## src/em4mfd_pkg.sv

```systemverilog
package em4mfd_pkg;

    localparam int TIME_W  = 48;
    localparam int LIMIT_W = 32;
    localparam int TAG_W   = 40;
    localparam int NIB_W   = 4;
    localparam int KIND_W  = 3;
    localparam int CFG_W   = 32;
    localparam int CFG_IDX_W = 1;

    localparam logic [LIMIT_W-1:0] HALF_LIMIT_RST = LIMIT_W'(384);

    localparam logic [CFG_IDX_W-1:0] CFG_HALF_LIMIT = 1'b0;
    localparam logic [CFG_IDX_W-1:0] CFG_POLARITY   = 1'b1;

    localparam logic [KIND_W-1:0] KIND_BIT     = 3'd0;
    localparam logic [KIND_W-1:0] KIND_HEADER  = 3'd1;
    localparam logic [KIND_W-1:0] KIND_VERSION = 3'd2;
    localparam logic [KIND_W-1:0] KIND_DATA    = 3'd3;
    localparam logic [KIND_W-1:0] KIND_TRAILER = 3'd4;

    localparam logic [3:0] HEADER_ONES     = 4'd9;
    localparam logic [5:0] VERSION_BITS    = 6'd10;
    localparam logic [5:0] PAYLOAD_BITS    = 6'd50;
    localparam logic [2:0] ROW_BITS        = 3'd5;
    localparam logic [2:0] COL_BITS        = 3'd4;

    typedef struct packed {
        logic              fire;
        logic              bit_value;
        logic [TIME_W-1:0] bit_start;
        logic [TIME_W-1:0] bit_end;
    } t_bit_evt;

    typedef struct packed {
        logic [KIND_W-1:0] event_kind;
        logic [NIB_W-1:0]  nibble;
        logic              row_parity_good;
        logic [NIB_W-1:0]  column_parity_good;
        logic [TAG_W-1:0]  tag_value;
        logic              tag_valid;
    } t_frame_res;

endpackage

```

## src/em4mfd_edge.sv

```systemverilog
module em4mfd_edge (
    input  logic                              i_clk,
    input  logic                              i_rst_n,
    input  logic                              i_step,
    input  logic [em4mfd_pkg::TIME_W-1:0]     i_time,
    input  logic                              i_level,
    input  logic [em4mfd_pkg::LIMIT_W-1:0]    i_half_limit,
    input  logic                              i_polarity,
    output em4mfd_pkg::t_bit_evt              o_evt
);

    localparam int TW = em4mfd_pkg::TIME_W;

    logic [TW-1:0] r_last_time;
    logic [TW-1:0] r_last_int;
    logic [TW-1:0] r_prev_start;
    logic [TW-1:0] r_prev_mid;
    logic [TW-1:0] r_last_pos;

    logic [TW-1:0] pulse_len;
    logic [TW-1:0] limit_ext;
    logic [TW-1:0] mid_now;
    logic          long_now;
    logic          long_prev;
    logic [TW-1:0] n_last_pos;

    assign limit_ext = {{(TW - em4mfd_pkg::LIMIT_W){1'b0}}, i_half_limit};
    assign pulse_len = i_time - r_last_time;
    assign mid_now   = i_time - (pulse_len >> 1);
    assign long_now  = pulse_len > limit_ext;
    assign long_prev = r_last_int > limit_ext;

    always_comb begin
        o_evt.bit_value = i_polarity ? i_level : ~i_level;
        o_evt.fire      = 1'b0;
        o_evt.bit_start = r_prev_start;
        o_evt.bit_end   = i_time;
        n_last_pos      = r_last_pos;
        if (long_now) begin
            o_evt.fire      = 1'b1;
            o_evt.bit_start = long_prev ? r_prev_mid : r_prev_start;
            o_evt.bit_end   = mid_now;
            n_last_pos      = mid_now;
        end else if (long_prev) begin
            o_evt.fire      = 1'b1;
            o_evt.bit_start = r_prev_mid;
            n_last_pos      = i_time;
        end else if (r_last_pos <= r_prev_start) begin
            o_evt.fire      = 1'b1;
            n_last_pos      = i_time;
        end
    end

    always_ff @(posedge i_clk) begin
        if (!i_rst_n) begin
            r_last_time  <= '0;
            r_last_int   <= '0;
            r_prev_start <= '0;
            r_prev_mid   <= '0;
            r_last_pos   <= '0;
        end else if (i_step) begin
            r_last_time  <= i_time;
            r_last_int   <= pulse_len;
            r_prev_start <= r_last_time;
            r_prev_mid   <= mid_now;
            r_last_pos   <= n_last_pos;
        end
    end

endmodule

```

## src/em4mfd_frame.sv

```systemverilog
module em4mfd_frame (
    input  logic                   i_clk,
    input  logic                   i_rst_n,
    input  logic                   i_step,
    input  logic                   i_bit,
    output em4mfd_pkg::t_frame_res o_res
);

    typedef enum logic [1:0] {
        PH_HEADER  = 2'd0,
        PH_PAYLOAD = 2'd1,
        PH_TRAILER = 2'd2
    } t_phase;

    t_phase                            r_phase,    n_phase;
    logic [3:0]                        r_ones,     n_ones;
    logic [5:0]                        r_frame_cnt, n_frame_cnt;
    logic [2:0]                        r_grp_cnt,  n_grp_cnt;
    logic [3:0]                        r_row,      n_row;
    logic                              r_row_par,  n_row_par;
    logic [3:0]                        r_col_acc,  n_col_acc;
    logic [3:0]                        r_col_rx,   n_col_rx;
    logic                              r_rows_good, n_rows_good;
    logic [em4mfd_pkg::TAG_W-1:0]      r_tag,      n_tag;

    logic [5:0] fc_inc;
    logic [2:0] g_inc;
    logic [1:0] col_sel;
    logic [3:0] row_eff;
    logic       par_eff;
    logic [3:0] col_good;

    assign fc_inc  = r_frame_cnt + 6'd1;
    assign g_inc   = r_grp_cnt + 3'd1;
    assign col_sel = r_grp_cnt[1:0];
    assign row_eff = (r_grp_cnt == 3'd0) ? 4'd0 : r_row;
    assign par_eff = (r_grp_cnt == 3'd0) ? 1'b0 : r_row_par;
    assign col_good = ~(r_col_acc ^ r_col_rx);

    always_comb begin
        n_phase     = r_phase;
        n_ones      = r_ones;
        n_frame_cnt = r_frame_cnt;
        n_grp_cnt   = r_grp_cnt;
        n_row       = r_row;
        n_row_par   = r_row_par;
        n_col_acc   = r_col_acc;
        n_col_rx    = r_col_rx;
        n_rows_good = r_rows_good;
        n_tag       = r_tag;
        o_res       = '0;
        o_res.event_kind = em4mfd_pkg::KIND_BIT;
        unique case (r_phase)
            PH_PAYLOAD: begin
                n_frame_cnt = fc_inc;
                if (g_inc >= em4mfd_pkg::ROW_BITS) begin
                    o_res.nibble          = row_eff;
                    o_res.row_parity_good = (par_eff == i_bit);
                    if (par_eff != i_bit) begin
                        n_rows_good = 1'b0;
                    end
                    n_tag = {r_tag[em4mfd_pkg::TAG_W-em4mfd_pkg::NIB_W-1:0], row_eff};
                    o_res.tag_value  = n_tag;
                    o_res.event_kind = (fc_inc <= em4mfd_pkg::VERSION_BITS) ?
                                       em4mfd_pkg::KIND_VERSION : em4mfd_pkg::KIND_DATA;
                    n_row     = row_eff;
                    n_row_par = par_eff;
                    n_grp_cnt = 3'd0;
                    if (fc_inc >= em4mfd_pkg::PAYLOAD_BITS) begin
                        n_phase     = PH_TRAILER;
                        n_frame_cnt = 6'd0;
                    end
                end else begin
                    n_row_par = par_eff ^ i_bit;
                    n_col_acc = r_col_acc ^ ({3'd0, i_bit} << col_sel);
                    n_row     = {row_eff[2:0], i_bit};
                    n_grp_cnt = g_inc;
                end
            end
            PH_TRAILER: begin
                n_frame_cnt = fc_inc;
                if (g_inc <= em4mfd_pkg::COL_BITS) begin
                    n_col_rx          = r_col_rx;
                    n_col_rx[col_sel] = i_bit;
                    n_grp_cnt         = g_inc;
                end else begin
                    o_res.column_parity_good = col_good;
                    o_res.tag_valid  = (col_good == 4'hF) && r_rows_good;
                    o_res.tag_value  = r_tag;
                    o_res.event_kind = em4mfd_pkg::KIND_TRAILER;
                    n_tag       = '0;
                    n_grp_cnt   = 3'd0;
                    n_phase     = PH_HEADER;
                    n_frame_cnt = 6'd0;
                    n_col_acc   = 4'd0;
                    n_col_rx    = 4'd0;
                    n_rows_good = 1'b1;
                end
            end
            default: begin
                n_phase = PH_HEADER;
                if (i_bit) begin
                    if (r_ones == em4mfd_pkg::HEADER_ONES - 4'd1) begin
                        o_res.event_kind = em4mfd_pkg::KIND_HEADER;
                        n_ones  = 4'd0;
                        n_phase = PH_PAYLOAD;
                    end else begin
                        n_ones = r_ones + 4'd1;
                    end
                end else begin
                    n_ones = 4'd0;
                end
            end
        endcase
    end

    always_ff @(posedge i_clk) begin
        if (!i_rst_n) begin
            r_phase     <= PH_HEADER;
            r_ones      <= '0;
            r_frame_cnt <= '0;
            r_grp_cnt   <= '0;
            r_row       <= '0;
            r_row_par   <= 1'b0;
            r_col_acc   <= '0;
            r_col_rx    <= '0;
            r_rows_good <= 1'b1;
            r_tag       <= '0;
        end else if (i_step) begin
            r_phase     <= n_phase;
            r_ones      <= n_ones;
            r_frame_cnt <= n_frame_cnt;
            r_grp_cnt   <= n_grp_cnt;
            r_row       <= n_row;
            r_row_par   <= n_row_par;
            r_col_acc   <= n_col_acc;
            r_col_rx    <= n_col_rx;
            r_rows_good <= n_rows_good;
            r_tag       <= n_tag;
        end
    end

endmodule

```

## src/em4100_manchester_frame_decoder_core.sv

```systemverilog
// channel   direction  handshake                  payload
// edge in   input      i_in_valid / o_in_ready    i_edge_time, i_new_level
// result    output     o_out_valid / i_out_ready  bit, span, event, nibble, parity, tag
// config    input      i_cfg_wr_en                i_cfg_index, i_cfg_wdata
//
// one edge per cycle sustained while no result is held; a result leaves through two registers after its edge transfer
// (input register, then decode logic into the result register)
// edges that complete no bit produce no result but still pass through the input register
// synchronous active-low reset returns limit 384, active-high polarity, header search
// a held result stalls the input register, which then stalls the edge channel
module em4100_manchester_frame_decoder_core (
    input  logic                                  i_clk,
    input  logic                                  i_rst_n,
    input  logic                                  i_in_valid,
    output logic                                  o_in_ready,
    input  logic [em4mfd_pkg::TIME_W-1:0]         i_edge_time,
    input  logic                                  i_new_level,
    output logic                                  o_out_valid,
    input  logic                                  i_out_ready,
    output logic                                  o_bit_value,
    output logic [em4mfd_pkg::TIME_W-1:0]         o_bit_start,
    output logic [em4mfd_pkg::TIME_W-1:0]         o_bit_end,
    output logic [em4mfd_pkg::KIND_W-1:0]         o_event_kind,
    output logic [em4mfd_pkg::NIB_W-1:0]          o_nibble,
    output logic                                  o_row_parity_good,
    output logic [em4mfd_pkg::NIB_W-1:0]          o_column_parity_good,
    output logic [em4mfd_pkg::TAG_W-1:0]          o_tag_value,
    output logic                                  o_tag_valid,
    input  logic                                  i_cfg_wr_en,
    input  logic [em4mfd_pkg::CFG_IDX_W-1:0]      i_cfg_index,
    input  logic [em4mfd_pkg::CFG_W-1:0]          i_cfg_wdata
);

    logic [em4mfd_pkg::LIMIT_W-1:0] r_half_limit;
    logic                           r_polarity;

    logic                           r_in_valid;
    logic [em4mfd_pkg::TIME_W-1:0]  r_in_time;
    logic                           r_in_level;

    logic                           r_out_valid;
    em4mfd_pkg::t_bit_evt           r_out_evt;
    em4mfd_pkg::t_frame_res         r_out_res;

    logic                           advance;
    em4mfd_pkg::t_bit_evt           bit_evt;
    em4mfd_pkg::t_frame_res         frame_res;

    assign advance    = r_in_valid && (!r_out_valid || i_out_ready);
    assign o_in_ready = !r_in_valid || advance;

    em4mfd_edge u_edge (
        .i_clk        (i_clk),
        .i_rst_n      (i_rst_n),
        .i_step       (advance),
        .i_time       (r_in_time),
        .i_level      (r_in_level),
        .i_half_limit (r_half_limit),
        .i_polarity   (r_polarity),
        .o_evt        (bit_evt)
    );

    em4mfd_frame u_frame (
        .i_clk   (i_clk),
        .i_rst_n (i_rst_n),
        .i_step  (advance && bit_evt.fire),
        .i_bit   (bit_evt.bit_value),
        .o_res   (frame_res)
    );

    always_ff @(posedge i_clk) begin
        if (!i_rst_n) begin
            r_half_limit <= em4mfd_pkg::HALF_LIMIT_RST;
            r_polarity   <= 1'b1;
        end else if (i_cfg_wr_en) begin
            unique case (i_cfg_index)
                em4mfd_pkg::CFG_HALF_LIMIT: r_half_limit <= i_cfg_wdata[em4mfd_pkg::LIMIT_W-1:0];
                em4mfd_pkg::CFG_POLARITY:   r_polarity   <= i_cfg_wdata[0];
                default: ;
            endcase
        end
    end

    always_ff @(posedge i_clk) begin
        if (!i_rst_n) begin
            r_in_valid <= 1'b0;
        end else if (o_in_ready) begin
            r_in_valid <= i_in_valid;
        end
    end

    always_ff @(posedge i_clk) begin
        if (i_in_valid && o_in_ready) begin
            r_in_time  <= i_edge_time;
            r_in_level <= i_new_level;
        end
    end

    always_ff @(posedge i_clk) begin
        if (!i_rst_n) begin
            r_out_valid <= 1'b0;
        end else if (advance && bit_evt.fire) begin
            r_out_valid <= 1'b1;
        end else if (i_out_ready) begin
            r_out_valid <= 1'b0;
        end
    end

    always_ff @(posedge i_clk) begin
        if (advance && bit_evt.fire) begin
            r_out_evt <= bit_evt;
            r_out_res <= frame_res;
        end
    end

    assign o_out_valid          = r_out_valid;
    assign o_bit_value          = r_out_evt.bit_value;
    assign o_bit_start          = r_out_evt.bit_start;
    assign o_bit_end            = r_out_evt.bit_end;
    assign o_event_kind         = r_out_res.event_kind;
    assign o_nibble             = r_out_res.nibble;
    assign o_row_parity_good    = r_out_res.row_parity_good;
    assign o_column_parity_good = r_out_res.column_parity_good;
    assign o_tag_value          = r_out_res.tag_value;
    assign o_tag_valid          = r_out_res.tag_valid;

    a_ready_only_when_empty_or_moving: assert property (
        @(posedge i_clk) disable iff (!i_rst_n)
        !o_in_ready |-> (r_in_valid && r_out_valid && !i_out_ready)
    ) else $error("input stalled without a held result");

    a_nibble_only_on_rows: assert property (
        @(posedge i_clk) disable iff (!i_rst_n)
        (o_out_valid && o_event_kind != em4mfd_pkg::KIND_VERSION
            && o_event_kind != em4mfd_pkg::KIND_DATA)
        |-> (o_nibble == '0 && !o_row_parity_good)
    ) else $error("nibble fields set outside a row event");

    a_tag_valid_on_trailer: assert property (
        @(posedge i_clk) disable iff (!i_rst_n)
        (o_out_valid && o_tag_valid)
        |-> (o_event_kind == em4mfd_pkg::KIND_TRAILER && o_column_parity_good == 4'hF)
    ) else $error("tag flagged valid outside a clean trailer");

    a_result_needs_step: assert property (
        @(posedge i_clk) disable iff (!i_rst_n)
        $rose(o_out_valid) |-> $past(advance)
    ) else $error("result appeared without a decoded edge");

endmodule

```

## config.mk

```make
export PLATFORM = sky130hd
export DESIGN_NAME = em4100_manchester_frame_decoder_core
export DESIGN_NICKNAME = d
export VERILOG_FILES = /design/src/em4mfd_pkg.sv /design/src/em4mfd_edge.sv /design/src/em4mfd_frame.sv /design/src/em4100_manchester_frame_decoder_core.sv
export SDC_FILE = /design/constraint.sdc
export NUM_CORES = 1
export LEC_CHECK = 0
export BUFFER_PORTS_ARGS = -buffer_cell sky130_fd_sc_hd__buf_2
export CAP_MARGIN = 20
export CORE_MARGIN = 3
export CORE_UTILIZATION = 40
export DETAILED_ROUTE_END_ITERATION = 6
export GPL_ROUTABILITY_DRIVEN = 0
export PLACE_DENSITY_LB_ADDON = 0.05
export SETUP_SLACK_MARGIN = 0.5
export SYNTH_ARGS = -nofsm -noshare
export SYNTH_HDL_FRONTEND = slang
export SYNTH_SLANG_ARGS = --single-unit
```

## constraint.sdc

```tcl
create_clock -name i_clk -period 7.4 [get_ports i_clk]
set_input_delay 0.37 -clock i_clk [delete_from_list [all_inputs] [get_ports i_clk]]
set_output_delay 0.37 -clock i_clk [all_outputs]
set_load 0.05 [all_outputs]
```

==> impl_metrics.yaml <==
status:
  status: "complete, no violations"
synthesis:
  async_flop_share_pct: 0
  synth-main-ff-cell: "dfxtp_1"
  ys_ff_latch: 543
  netlist_instances: 3322
  synth.yosys.seq_area_share_pct: 44.3
  syn_area_mm2: 0.0290
  avgSynthCellArea_um2: 8.73
  synth_warnings: 0
  synth-edff-count: 199
  synth.net_count: 3629
  synth.distinct_cells: 94
placement:
  dp_cells: 4373
  placed_area_mm2: 0.0310
  dpl_worst_slack_ns: 0.897
  io_buffers: 238
  dp_hpwl_mm: 66.0
die:
  dieArea_mm2: 0.0758
  die_h_um: 275
  fp.dieW_um: 275
  num_rows: 98
  ios: 239
  core_mm2: 0.0716
  start_util_pct: 40.5
route:
  top_layer_used: "met4"
  drt_iter0_markers: 1903
  route.met3.wl_mm: 5.16
  wl_mm: 89.0
  drc: 0
  wl_met2_mm: 38.6
  post_drt_wl_per_cell_um: 19.5
  drtPass1Iterations: 5
  ant_nets: 0
  avgViaCountPerCell: 5.40
  drt-met1-wl_mm: 43.5
  num_vias: 24693
global_routing:
  grt_pass1_vias: 23416
  grt_util_all_layers_pct: 22.9
  antenna_found_initial: 3
  grt_pass1_wl_mm: 137
  grt_overflow: 0
  grt_max_degree: 163
run:
  max_cap_violations: 0
min_path:
  holdCritPathClass: "input port to flip-flop"
cells_and_area:
  drive_above_1_share_pct: 11.0
  diodes: 0
  most-common-layout-cells: "558 x nand2_1, 399 x a21oi_1, 344 x dfxtp_1"
  final_util_pct: 47.1
  fin_cells: 4570
  design_area_mm2: 0.0337
  layout_commonest_cell: "nand2_1"
  fin_nets: 3877
  synthToLayoutAreaGrowth_pct: 16.2
worst_setup_path:
  cp_top_family: "simple AND/OR/NAND/NOR gates"
  critPathLaunch: "r_in_time[0]$_DFFE_PP_"
  crit_fanout: 25
  r2r_start: "r_in_time[0]$_DFFE_PP_"
  r2r_cells: 25
  cp-start-kind: "flip-flop"
  cp.required_ns: 7.93
  crit_arrival_ns: 7.03
  path_buf_inv: 4
  slowest_delay_ns: 0.58
  path_common_cell: "inv_1"
  crit_type: "flip-flop to flip-flop"
  end_kind: "flip-flop"
  crit_slowest_cell: "or4b_4"
  cp-endpoint: "u_edge.r_last_pos[28]$_SDFFE_PN0P_"
  crit_cells: 25
  r2r-end: "u_edge.r_last_pos[28]$_SDFFE_PN0P_"
  r2r_setup_slack_ns: 0.90
sta:
  rsz0062_at_grt: "false"
  clock_skew_ns: 0.0612
  final-max-slew-violation-count: 0
  finalSetupTns_ns: 0
  finalHoldViolCount: 0
  setup_violations: 0
  post-route-period-util_pct: 87.8
  worst_slack_ns: 0.901
  min_period_ns: 6.50
  tightest_slew_ns: 1.02
  slew_headroom_pct: 32.2
  timing.fmax_mhz: 154
cts:
  post_cts_buffers: 0
  path_clk_slew_ns: 0.06
  cts_tree: "yes"
  worstSkewPairLatency_ns: 0.66
  cts_buffer_depth: 3
  cts_buffers: 60
  htree_num_levels: 2
  ctsRootBufferMaster: "clkbuf_16"
  cts.sinks: 543
power:
  p_per_area_mw_per_mm2: 263
  ir_drop_uv: 197
  p_leak_nw: 13.1
metal layers:
layer / up-vias / global-route usage [%]
met5: - / 0
li1: 12185 / -
met2: 731 / 35.3
met3: 109 / 2.89
met1: 11668 / 34.3
met4: 0 / 5.25
Yosys cell counts (all sizes together) (9+ instances only):
library cell	instances	area [um^2]
mux2i	34	340
nor3	34	175
nor2b	28	175
mux2	14	173
edfxtp	199	5980
a211oi	31	243
nor4	15	93.8
or3	9	56.3
nand2b	24	150
nor2	277	1040
nand3b	40	300
and2	11	68.8
a21oi	407	2060
o21a	22	165
inv	208	781
o21bai	16	120
dfxtp	344	6890
xnor2	42	368
a31oi	23	150
a22o	36	315
and3	15	93.8
o31a	9	78.8
nand4	52	325
xor2	49	437
o31ai	21	168
buf	41	220
nand3	52	270
a21o	69	518
o211ai	14	105
nand2	559	2100
ha	218	2730
clkbuf	127	478
o21ai	172	876
worst register-to-register path: cells and delay by family (launching register included):
| kind | cells | cell delay, ns |
|---|---|---|
| DFF | 1 | 0.38 |
| muxes | 2 | 0.49 |
| buffers and inverters | 4 | 0.59 |
| AOI/OAI and AO/OA | 7 | 1.63 |
| xor gates and xnor gates | 1 | 0.32 |
| and+or+nand+nor | 8 | 2.10 |
| adders and majority gates | 3 | 0.87 |
registers in the layout, summed over array words and instances (netlist names), 4 cells and up:
signal / count
o_bit_end: 48
o_bit_start: 48
o_column_parity_good: 4
o_nibble: 4
o_tag_value: 40
r_half_limit: 32
r_in_time: 48
u_edge.r_last_int: 48
u_edge.r_last_pos: 48
u_edge.r_last_time: 48
u_edge.r_prev_mid: 48
u_edge.r_prev_start: 48
u_frame.r_col_acc: 4
u_frame.r_col_rx: 4
u_frame.r_frame_cnt: 6
u_frame.r_ones: 4
u_frame.r_row: 4
u_frame.r_tag: 40
logic make-up after synthesis:
| group | count (synthesis) | share of synthesized area [%] |
|---|---|---|
| AO/OA/AOI/OAI | 893 | 18.8 |
| AND/OR/NAND/NOR | 1148 | 17.6 |
| adder cells (fa/ha/maj) | 222 | 9.61 |
| flip-flops | 543 | 44.3 |
| XOR/XNOR | 91 | 2.77 |
| buffers and inverters | 377 | 5.11 |
| multiplexers | 48 | 1.77 |
how the worst min path moves through the flow:
stage,start,to,cells after the start
floorplan,u_frame.r_tag[36]$_SDFFE_PN0P_,u_frame.r_tag[36]$_SDFFE_PN0P_,2
global placement,u_frame.r_tag[38]$_SDFFE_PN0P_,u_frame.r_tag[38]$_SDFFE_PN0P_,2
detailed placement,u_frame.r_tag[37]$_SDFFE_PN0P_,u_frame.r_tag[37]$_SDFFE_PN0P_,2
CTS,i_cfg_index,r_half_limit[14]$_SDFFE_PN0P_,5
global route,i_cfg_index,r_half_limit[17]$_SDFFE_PN0P_,5
finish,i_cfg_index,r_half_limit[17]$_SDFFE_PN0P_,5
through the flow:
stage / power [mW] / hold slack, ns
floorplan: 5.28 / 0.432
global placement: 6.04 / 0.439
detailed placement: 6.07 / 0.443
CTS: 8.92 / 0.281
global route: 9.34 / 0.325
finish: 8.86 / 0.307
report_power, final:
part           internal [mW]  switching (mW)  total (mW)
Sequential              3.37           0.138        3.51
Clock                   1.55            1.24        2.79
Combinational          0.855            1.71        2.56
what timing repair did:
item                                   CTS  global route
setup endpoints to repair                0             1
gates resized for setup                  0             1
hold buffers                            84             0
endpoints found under the hold margin   82             0
area by class of cell:
type,count,area (um^2)
Fill cell,6989,37900
Multi-Input combinational cell,2402,14700
Sequential cell,543,12900
Timing Repair Buffer,354,2320
Clock buffer,90,1660
Tap cell,950,1190
Inverter,209,792
Clock inverter,22,163
(Power assumes the default switching activity.)
